$ cat src/design/ebalu_pkg.sv
// shared types and constants for the 8-bit alu with flags
`timescale 1ns / 1ps

package ebalu_pkg;

  // operation codes
  typedef enum logic [4:0] {
    KIND_ADD  = 5'd0,
    KIND_ADC  = 5'd1,
    KIND_SUB  = 5'd2,
    KIND_SBC  = 5'd3,
    KIND_AND  = 5'd4,
    KIND_XOR  = 5'd5,
    KIND_OR   = 5'd6,
    KIND_CP   = 5'd7,
    KIND_INC  = 5'd8,
    KIND_DEC  = 5'd9,
    KIND_DAA  = 5'd10,
    KIND_CPL  = 5'd11,
    KIND_CCF  = 5'd12,
    KIND_SCF  = 5'd13,
    KIND_RLC  = 5'd14,
    KIND_RRC  = 5'd15,
    KIND_RL   = 5'd16,
    KIND_RR   = 5'd17,
    KIND_SLA  = 5'd18,
    KIND_SRA  = 5'd19,
    KIND_SRL  = 5'd20,
    KIND_SWAP = 5'd21,
    KIND_BIT  = 5'd22,
    KIND_RES  = 5'd23,
    KIND_SET  = 5'd24
  } kind_e;

  // flag nibble, zero in the top bit
  typedef struct packed {
    logic z;
    logic n;
    logic h;
    logic c;
  } flags_t;

  // one operation as it sits in the input register
  typedef struct packed {
    logic [4:0] kind;
    logic [7:0] a;
    logic [7:0] b;
    logic [2:0] bit_index;
    flags_t     flags;
  } alu_op_t;

  // one result word
  typedef struct packed {
    logic [7:0] result;
    flags_t     flags;
    logic       write;
  } alu_res_t;

  // decimal adjust constants
  localparam logic [7:0] DAA_ADJ_LO = 8'h06;
  localparam logic [7:0] DAA_ADJ_HI = 8'h60;
  localparam logic [7:0] DAA_LIMIT  = 8'h99;
  localparam logic [3:0] NIB_LIMIT  = 4'h9;
  localparam logic [3:0] NIB_MAX    = 4'hF;

endpackage

$ cat src/design/ebalu_exec.sv
// combinational datapath: computes result byte, flags and write enable
`timescale 1ns / 1ps

module ebalu_exec import ebalu_pkg::*; (
  input  alu_op_t  op_i,
  output alu_res_t res_o
);

  kind_e      kind;
  logic       ci_add;
  logic       ci_sub;
  logic [8:0] sum9;
  logic [4:0] hsum5;
  logic [8:0] diff9;
  logic [4:0] hdiff5;
  logic [7:0] daa_adj;
  logic [7:0] bit_mask;
  logic [7:0] r;
  flags_t     f;
  flags_t     fi;
  logic       wr;

  assign kind = kind_e'(op_i.kind);
  assign fi   = op_i.flags;

  // carry in only for the with-carry forms
  assign ci_add = (kind == KIND_ADC) ? fi.c : 1'b0;
  assign ci_sub = (kind == KIND_SBC) ? fi.c : 1'b0;

  // shared adder and subtractor, nibble copies give the half carry
  assign sum9   = {1'b0, op_i.a} + {1'b0, op_i.b} + {8'd0, ci_add};
  assign hsum5  = {1'b0, op_i.a[3:0]} + {1'b0, op_i.b[3:0]} + {4'd0, ci_add};
  assign diff9  = {1'b0, op_i.a} - {1'b0, op_i.b} - {8'd0, ci_sub};
  assign hdiff5 = {1'b0, op_i.a[3:0]} - {1'b0, op_i.b[3:0]} - {4'd0, ci_sub};

  // decimal adjust correction
  always_comb begin
    daa_adj = 8'd0;
    if (!fi.n) begin
      if (fi.c || (op_i.a > DAA_LIMIT)) daa_adj = daa_adj | DAA_ADJ_HI;
      if (fi.h || (op_i.a[3:0] > NIB_LIMIT)) daa_adj = daa_adj | DAA_ADJ_LO;
    end else begin
      if (fi.c) daa_adj = daa_adj | DAA_ADJ_HI;
      if (fi.h) daa_adj = daa_adj | DAA_ADJ_LO;
    end
  end

  assign bit_mask = 8'd1 << op_i.bit_index;

  // operation select
  always_comb begin
    r  = op_i.a;
    f  = fi;
    wr = 1'b1;
    unique case (kind)
      KIND_ADD, KIND_ADC: begin
        r = sum9[7:0];
        f = '{z: (sum9[7:0] == 8'd0), n: 1'b0, h: hsum5[4], c: sum9[8]};
      end
      KIND_SUB, KIND_SBC, KIND_CP: begin
        r = diff9[7:0];
        f = '{z: (diff9[7:0] == 8'd0), n: 1'b1, h: hdiff5[4], c: diff9[8]};
        if (kind == KIND_CP) begin
          r  = op_i.a;
          wr = 1'b0;
        end
      end
      KIND_AND: begin
        r = op_i.a & op_i.b;
        f = '{z: (r == 8'd0), n: 1'b0, h: 1'b1, c: 1'b0};
      end
      KIND_XOR: begin
        r = op_i.a ^ op_i.b;
        f = '{z: (r == 8'd0), n: 1'b0, h: 1'b0, c: 1'b0};
      end
      KIND_OR: begin
        r = op_i.a | op_i.b;
        f = '{z: (r == 8'd0), n: 1'b0, h: 1'b0, c: 1'b0};
      end
      KIND_INC: begin
        r = op_i.a + 8'd1;
        f = '{z: (r == 8'd0), n: 1'b0, h: (op_i.a[3:0] == NIB_MAX), c: fi.c};
      end
      KIND_DEC: begin
        r = op_i.a - 8'd1;
        f = '{z: (r == 8'd0), n: 1'b1, h: (op_i.a[3:0] == 4'd0), c: fi.c};
      end
      KIND_DAA: begin
        r = fi.n ? (op_i.a - daa_adj) : (op_i.a + daa_adj);
        f = '{z: (r == 8'd0), n: fi.n, h: 1'b0,
              c: fi.n ? fi.c : (fi.c || (op_i.a > DAA_LIMIT))};
      end
      KIND_CPL: begin
        r = ~op_i.a;
        f = '{z: fi.z, n: 1'b1, h: 1'b1, c: fi.c};
      end
      KIND_CCF: f = '{z: fi.z, n: 1'b0, h: 1'b0, c: ~fi.c};
      KIND_SCF: f = '{z: fi.z, n: 1'b0, h: 1'b0, c: 1'b1};
      KIND_RLC: begin
        r = {op_i.a[6:0], op_i.a[7]};
        f = '{z: (r == 8'd0), n: 1'b0, h: 1'b0, c: op_i.a[7]};
      end
      KIND_RRC: begin
        r = {op_i.a[0], op_i.a[7:1]};
        f = '{z: (r == 8'd0), n: 1'b0, h: 1'b0, c: op_i.a[0]};
      end
      KIND_RL: begin
        r = {op_i.a[6:0], fi.c};
        f = '{z: (r == 8'd0), n: 1'b0, h: 1'b0, c: op_i.a[7]};
      end
      KIND_RR: begin
        r = {fi.c, op_i.a[7:1]};
        f = '{z: (r == 8'd0), n: 1'b0, h: 1'b0, c: op_i.a[0]};
      end
      KIND_SLA: begin
        r = {op_i.a[6:0], 1'b0};
        f = '{z: (r == 8'd0), n: 1'b0, h: 1'b0, c: op_i.a[7]};
      end
      KIND_SRA: begin
        r = {op_i.a[7], op_i.a[7:1]};
        f = '{z: (r == 8'd0), n: 1'b0, h: 1'b0, c: op_i.a[0]};
      end
      KIND_SRL: begin
        r = {1'b0, op_i.a[7:1]};
        f = '{z: (r == 8'd0), n: 1'b0, h: 1'b0, c: op_i.a[0]};
      end
      KIND_SWAP: begin
        r = {op_i.a[3:0], op_i.a[7:4]};
        f = '{z: (r == 8'd0), n: 1'b0, h: 1'b0, c: 1'b0};
      end
      KIND_BIT: begin
        f  = '{z: ((op_i.a & bit_mask) == 8'd0), n: 1'b0, h: 1'b1, c: fi.c};
        wr = 1'b0;
      end
      KIND_RES: r = op_i.a & ~bit_mask;
      KIND_SET: r = op_i.a | bit_mask;
      // unused codes pass the byte and flags through, no write
      default:  wr = 1'b0;
    endcase
  end

  assign res_o = '{result: r, flags: f, write: wr};

endmodule

$ cat src/design/eight_bit_alu_with_flags_core.sv
// top level: input register, alu datapath and result register
// path: an accepted word moves from the input register through the datapath into the result register
// throughput: one word per cycle unless the output stalls; set by the datapath between the registers
// a stalled result holds in the output register while the input register still fills
// reset: rst_ni clears both valid bits asynchronously; payload registers are not reset
`timescale 1ns / 1ps

module eight_bit_alu_with_flags_core import ebalu_pkg::*; (
  input  logic       clk_i,
  input  logic       rst_ni,
  input  logic       in_valid_i,
  output logic       in_ready_o,
  input  logic [4:0] kind_i,
  input  logic [7:0] operand_a_i,
  input  logic [7:0] operand_b_i,
  input  logic [2:0] bit_index_i,
  input  logic [3:0] flags_in_i,
  output logic       out_valid_o,
  input  logic       out_ready_i,
  output logic [7:0] result_byte_o,
  output logic [3:0] flags_out_o,
  output logic       write_result_o
);

  logic     op_valid_q;
  logic     op_valid_d;
  alu_op_t  op_q;
  alu_res_t res;
  logic     out_valid_q;
  logic     out_valid_d;
  alu_res_t out_q;
  logic     out_load;
  logic     in_load;

  // stage handshakes
  assign out_load   = op_valid_q && (!out_valid_q || out_ready_i);
  assign in_ready_o = !op_valid_q || out_load;
  assign in_load    = in_valid_i && in_ready_o;

  assign op_valid_d  = in_load || (op_valid_q && !out_load);
  assign out_valid_d = out_load || (out_valid_q && !out_ready_i);

  // valid bits
  always_ff @(posedge clk_i or negedge rst_ni) begin
    if (!rst_ni) begin
      op_valid_q  <= 1'b0;
      out_valid_q <= 1'b0;
    end else begin
      op_valid_q  <= op_valid_d;
      out_valid_q <= out_valid_d;
    end
  end

  // input word register
  always_ff @(posedge clk_i) begin
    if (in_load) begin
      op_q <= '{kind: kind_i, a: operand_a_i, b: operand_b_i,
                bit_index: bit_index_i, flags: flags_t'(flags_in_i)};
    end
  end

  // datapath
  ebalu_exec u_exec (
    .op_i  (op_q),
    .res_o (res)
  );

  // result word register
  always_ff @(posedge clk_i) begin
    if (out_load) begin
      out_q <= res;
    end
  end

  assign out_valid_o    = out_valid_q;
  assign result_byte_o  = out_q.result;
  assign flags_out_o    = out_q.flags;
  assign write_result_o = out_q.write;

  // a full input register never takes a word while the result stalls
  a_no_overwrite: assert property (@(posedge clk_i) disable iff (!rst_ni)
    (op_valid_q && out_valid_q && !out_ready_i) |-> !in_ready_o)
    else $error("input register overwritten during output stall");

  // a word moving to the result stage shows up as valid next cycle
  a_advance: assert property (@(posedge clk_i) disable iff (!rst_ni)
    out_load |=> out_valid_o)
    else $error("advanced word missing at output");

  // compare and bit test never write back
  a_no_write: assert property (@(posedge clk_i) disable iff (!rst_ni)
    (op_valid_q && ((op_q.kind == KIND_CP) || (op_q.kind == KIND_BIT))) |-> !res.write)
    else $error("write enabled for compare or bit test");

  // additions always clear the negative flag
  a_add_n: assert property (@(posedge clk_i) disable iff (!rst_ni)
    (op_valid_q && ((op_q.kind == KIND_ADD) || (op_q.kind == KIND_ADC))) |-> !res.flags.n)
    else $error("negative flag set by addition");

endmodule

$ cat config.mk
export PLATFORM = sky130hd
export DESIGN_NAME = eight_bit_alu_with_flags_core
export DESIGN_NICKNAME = d
export VERILOG_FILES = /design/src/design/ebalu_pkg.sv /design/src/design/ebalu_exec.sv /design/src/design/eight_bit_alu_with_flags_core.sv
export SDC_FILE = /design/constraint.sdc
export NUM_CORES = 1
export LEC_CHECK = 0
export BUFFER_PORTS_ARGS = -buffer_cell sky130_fd_sc_hd__buf_2
export CORE_MARGIN = 1
export CORE_UTILIZATION = 40
export CTS_CLUSTER_SIZE = 40
export DETAILED_ROUTE_END_ITERATION = 8
export PLACE_DENSITY_LB_ADDON = 0.3
export SLEW_MARGIN = 20
export SYNTH_ARGS = -nofsm -noshare
export SYNTH_HDL_FRONTEND = slang
export SYNTH_HIERARCHICAL = 1
export SYNTH_SLANG_ARGS = --single-unit
$ cat constraint.sdc
create_clock -name clk_i -period 8.93 [get_ports clk_i]
set_input_delay 1.3395 -clock clk_i [delete_from_list [all_inputs] [get_ports clk_i]]
set_output_delay 1.3395 -clock clk_i [all_outputs]
set_load 0.05 [all_outputs]
After elaboration in Yosys (flattened, before gate mapping)
Index checks and enable logic that the tools add are counted.
{"block": "totals", "out_inout_bits": 15, "input_bits": 32, "reg_bits": 43, "elab_cells": 115}
{"block": "classes", "eq_ne": 25, "n_mux": 14, "magnitude_cmp": 2, "n_bitwise": 9, "shifts": 1, "reduce_logical": 36, "n_addsub": 12}
{"cell": "one-hot mux 8 bit (19 select lines)", "count": 1}
{"cell": "logical NOT 8 bit", "count": 15}
{"cell": "one-hot mux 4 bit (20 select lines)", "count": 1}
{"cell": "== test 5 bit (second input constant)", "count": 9}
{"cell": "== test 5 x 4 -> 1 bit (second input constant)", "count": 8}
{"cell": "AND 8 bit", "count": 3}
{"cell": "2-to-1 mux 7 bit", "count": 3}
{"cell": "OR reduction 21 bit", "count": 1}
{"cell": "== test 5 x 3 -> 1 bit (second input constant)", "count": 4}
{"cell": "2-to-1 mux 8 bit", "count": 2}
{"cell": "NOT 8 bit", "count": 2}
{"cell": "bitwise OR 8 bit", "count": 2}
{"cell": "logical NOT 7 bit", "count": 2}
{"cell": "== test 5 x 2 -> 1 bit (second input constant)", "count": 2}
{"cell": "adder 8 x 8 -> 9 bit", "count": 1}
{"cell": "adder 9 x 1 -> 9 bit", "count": 1}
{"cell": "subtractor 8 x 8 -> 9 bit", "count": 1}
{"cell": "subtractor 9 x 1 -> 9 bit", "count": 1}
{"cell": "adder 8 x 1 -> 8 bit (second input constant)", "count": 1}
{"cell": "adder 8 bit", "count": 1}
{"cell": "> comparator 8 bit (second input constant)", "count": 1}
{"cell": "<< shifter 1 x 3 -> 8 bit (first input constant)", "count": 1}
{"cell": "subtractor 8 x 1 -> 8 bit (second input constant)", "count": 1}
{"cell": "subtractor 8 bit", "count": 1}
{"cell": "19 further kinds", "count": 34}

Depth between registers and ports, before layout
{"block": "depth", "word_depth": 9, "mapped_depth": 18, "depth_no_buf": 16}

Hierarchy
The synthesis kept the hierarchy.
{"mod": "ebalu_exec", "cells_each": 527, "seq_area_each_um2": 0.0, "instances": 1, "area_per_inst_um2": 3413.3}
{"mod": "eight_bit_alu_with_flags_core", "cells_each": 49, "seq_area_each_um2": 1281.2, "instances": 1, "area_per_inst_um2": 1335.0}

Worst setup path before layout
Ideal clock, no wire load.
{"block": "synth_timing", "kind": "register -> register", "from": "register op_q[16] in the netlist's numbering", "to": "register out_q (netlist bit result_byte_o[6]), data pin", "slack_ps": 4823, "t_required_ps": 8669, "arrival_ps": 3846, "synth_period_minus_slack_ps": 4107, "path_stages_with_launch": 18, "setup_time_ps": 261, "path_buffers": 2, "path_cell_list": "edfxtp_1 > clkbuf_1 > buf_1 > inv_1 > ha_1 > or2_2 > a211oi_1 > nand2_1 > o21ai_0 > a21oi_1 > ha_1 > mux2_2 > ha_1 > o21a_1 > nor2_1 > xnor2_1 > and2_1 > o32a_1"}
{"item": "from (decl)", "line": "eight_bit_alu_with_flags_core.sv:27", "text": "alu_op_t op_q;"}
{"item": "from (signal assigned)", "line": "eight_bit_alu_with_flags_core.sv:57", "text": "op_q <= '{kind: kind_i, a: operand_a_i, b: operand_b_i,"}
{"item": "to (signal assigned)", "line": "eight_bit_alu_with_flags_core.sv:71", "text": "out_q <= res;"}
{"item": "to (decl)", "line": "eight_bit_alu_with_flags_core.sv:31", "text": "alu_res_t out_q;"}

==> reports/metrics.cfg <==
[route]
drc=14
vias_per_cell=6.40
firstDrtPassIters=9
ant_nets=0
wl_um=17600
detail_route.wl_per_cell_um=23.6
drtIter0Drc=533
num_vias=4777

[sta]
finalHoldViolCount=0
fmax_mhz=231
setup_viol=0
slew-limit-headroom=0.372
finalCriticalPeriod_ns=4.33
worst_pin_slew_ns=0.918
fin_crit_sh=0.485
slew_viol_final=0
rsz0062_at_grt=no
setup_tns_ns=0
skew_ns=0.0116
fin_ws_ns=4.60

[clock_network]
cts_buffers=5
cts_max_path_buffers=2
clkTransAtPathRegs_ns=0.07
hold_buffers=0
post_cts_resized=0
clockRootBuffer=clkbuf_16
cts_setup_buffers=0
clkLatencyLatePin_ns=0.30
htree_levels=2
cts_tree=done
clock-sinks=43

[global_routing]
grt_max_degree=33
grt_pass1_vias=4481
antenna_found_initial=1
grt_pass1_wl_um=26800
grt_use_total=0.291
grt_overflow=0

[worst_setup_path]
required_ns=8.98
critical_path_class=flip-flop to flip-flop
arrival_ns=4.38
reg2reg_from=op_q[16]
worstSetupStartpoint=op_q[16]
critPathMaxFanout=24
reg2reg_to=flags_out_o[3]
critPathLaunchType=flip-flop
end_kind=flip-flop
cp-endpoint=flags_out_o[3]
reg2reg_depth=17
regToRegSetupSlack_ns=4.60

[status]
outcome=finished, violations left
violations=design-rule violations

[die]
start_util=0.412
die_area_mm2=0.0123
fp-row-count=39
io_pins=47
die_h_um=111
coreArea_mm2=0.0115
die_x_um=111

[layout]
syn2layout_area_growth_pct=10.5
insertedDiodeCount=0
layout.nets=682
fill_cells=1132
layoutNonFillerInstCount=746
utilization=0.455
layout-drive-gt1-share=0.131

[logic_synthesis]
ys_ff_latch=43
yosysMostFrequentCell=nor2_1
syn_avg_cell_area_um2=8.24
synth_cell_types=77
synth_area_leaders=edfxtp_1 26%, ha_1 12%, o21ai_0 4.2%, nor2_1 4.2%, nand2_1 4.1%
synth-seq-area-share=0.270
yosys_warnings=6
syn_inst=576
dominantRegCellSynth=edfxtp_1
synth_edf_count=41
synth_nets=656
async_flop_share=0.0465
synth_commonest_cells=53 x nor2_1, 52 x nand2_1, 44 x ha_1
synth_top_area_cell=edfxtp_1
netlist_area_mm2=0.00475
synth_top_area_share=0.259

[placement]
hpwl_um=13300
dp_slack_ns=4.76
gp_congestion=1.02
dp_cells=738
io_buffer_count=46

[pwr]
clkPwrFrac=0.311
power_frac_comb=0.358
powerDensity_mw_per_mm2=150
p_int_uw=499
p_switching_uw=285
seqPwrFrac=0.331
power_leakage_nw=2.04
swShare=0.364
irDropWorstVdd_v=0.0000834

[run]
cap_viol_max_count=0

[worst_hold_path]
holdCritPathClass=flip-flop to flip-flop

[stage by stage]
step	hold slack, ns	power, mW	area [µm²]
2_1_floorplan	0.511	0.456	4750
5_1_grt	0.590	0.820	5250
6_report	0.559	0.785	5250
3_3_place_gp	0.526	0.534	5050
3_5_place_dp	0.541	0.536	5050
4_1_cts	0.568	0.785	5250
[registers in the layout, summed over array words and instances (netlist names)]
signal and flops:
op_q 28, result_byte_o 8, flags_out_o 4, op_valid_q 1, out_valid_o 1, write_result_o 1
[area by class of cell]
type	count	area, µm²	area share
Clock buffer	5	125	0.0239
Clock inverter	3	67.6	0.0129
Inverter	34	128	0.0243
Multi-Input combinational cell	462	3160	0.602
Sequential cell	43	1280	0.244
Tap cell	143	179	0.0341
Timing Repair Buffer	56	305	0.0582
[power groups by stage]
stage / Sequential (mW) / Combinational, mW / Clock (mW)
floorplan: 0.282 / 0.175 / 0
global placement: 0.263 / 0.270 / 0
detailed placement: 0.264 / 0.272 / 0
CTS: 0.259 / 0.274 / 0.252
global route: 0.261 / 0.301 / 0.258
finish: 0.260 / 0.281 / 0.244
[kinds of logic after synthesis]
group | Yosys count | synth area share
buffers and inverters | 71 | 0.0648
xor gates and xnor gates | 24 | 0.0443
and+or+nand+nor | 217 | 0.236
muxes | 6 | 0.0158
AOI/OAI and AO/OA | 167 | 0.237
DFF | 43 | 0.270
adders and majority gates | 48 | 0.133
[critical path, cell delays in order, from the launching register on]
cell and delay, ns:
edfxtp_1 0.32, buf_4 0.31, inv_1 0.27, ha_1 0.30, or2_2 0.30, a211oi_1 0.43
nand2_1 0.09, o21ai_0 0.11, a21oi_1 0.15, ha_1 0.32, mux2_2 0.28, ha_1 0.33
nand2_1 0.06, o21ai_0 0.23, xnor2_1 0.15, nand4_1 0.09, o211ai_1 0.08, o22a_1 0.25
[routing by layer]
layer | vias to the layer above | GRT usage | wire (µm)
li1 | 2185 | - | -
met1 | 2247 | 0.399 | 7390
met2 | 298 | 0.444 | 7750
met3 | 45 | 0.0519 | 1740
met4 | 2 | 0.133 | 697
met5 | - | 0 | 12
[worst min-delay path by stage]
stage | from | endpoint | slack (ns) | depth (start not counted)
floorplan | op_valid_q | out_valid_o | 0.51 | 1
global placement | op_valid_q | out_valid_o | 0.53 | 1
detailed placement | op_valid_q | out_valid_o | 0.54 | 1
CTS | op_valid_q | out_valid_o | 0.57 | 1
global route | op_valid_q | out_valid_o | 0.59 | 1
finish | op_valid_q | out_valid_o | 0.56 | 1
[layout by cell type (no fill, tap or decap), types with 6 or more instances in the layout]
master     netlist  layout
buf_4            3      10
nand2_1         52      52
o2111ai_1        7       7
edfxtp_1        41      41
nand4_1          6       6
nor3_1          13      13
a221oi_1         6       6
o21a_1           6       6
ha_1            44      44
a21oi_1         30      30
nand2b_1        12      12
and3_1           9       9
a211oi_1         9       9
o21ai_0         40      40
buf_2           12      46
inv_1           33      33
xnor2_1         19      19
nor4_1          11      11
nor2b_1          7       7
a22oi_1          9       9
nor2_1          53      53
or3_1            7       7
o211ai_1         7       7
o22ai_1         12      12
nand3_1         17      17
(Power assumes the default switching activity.)
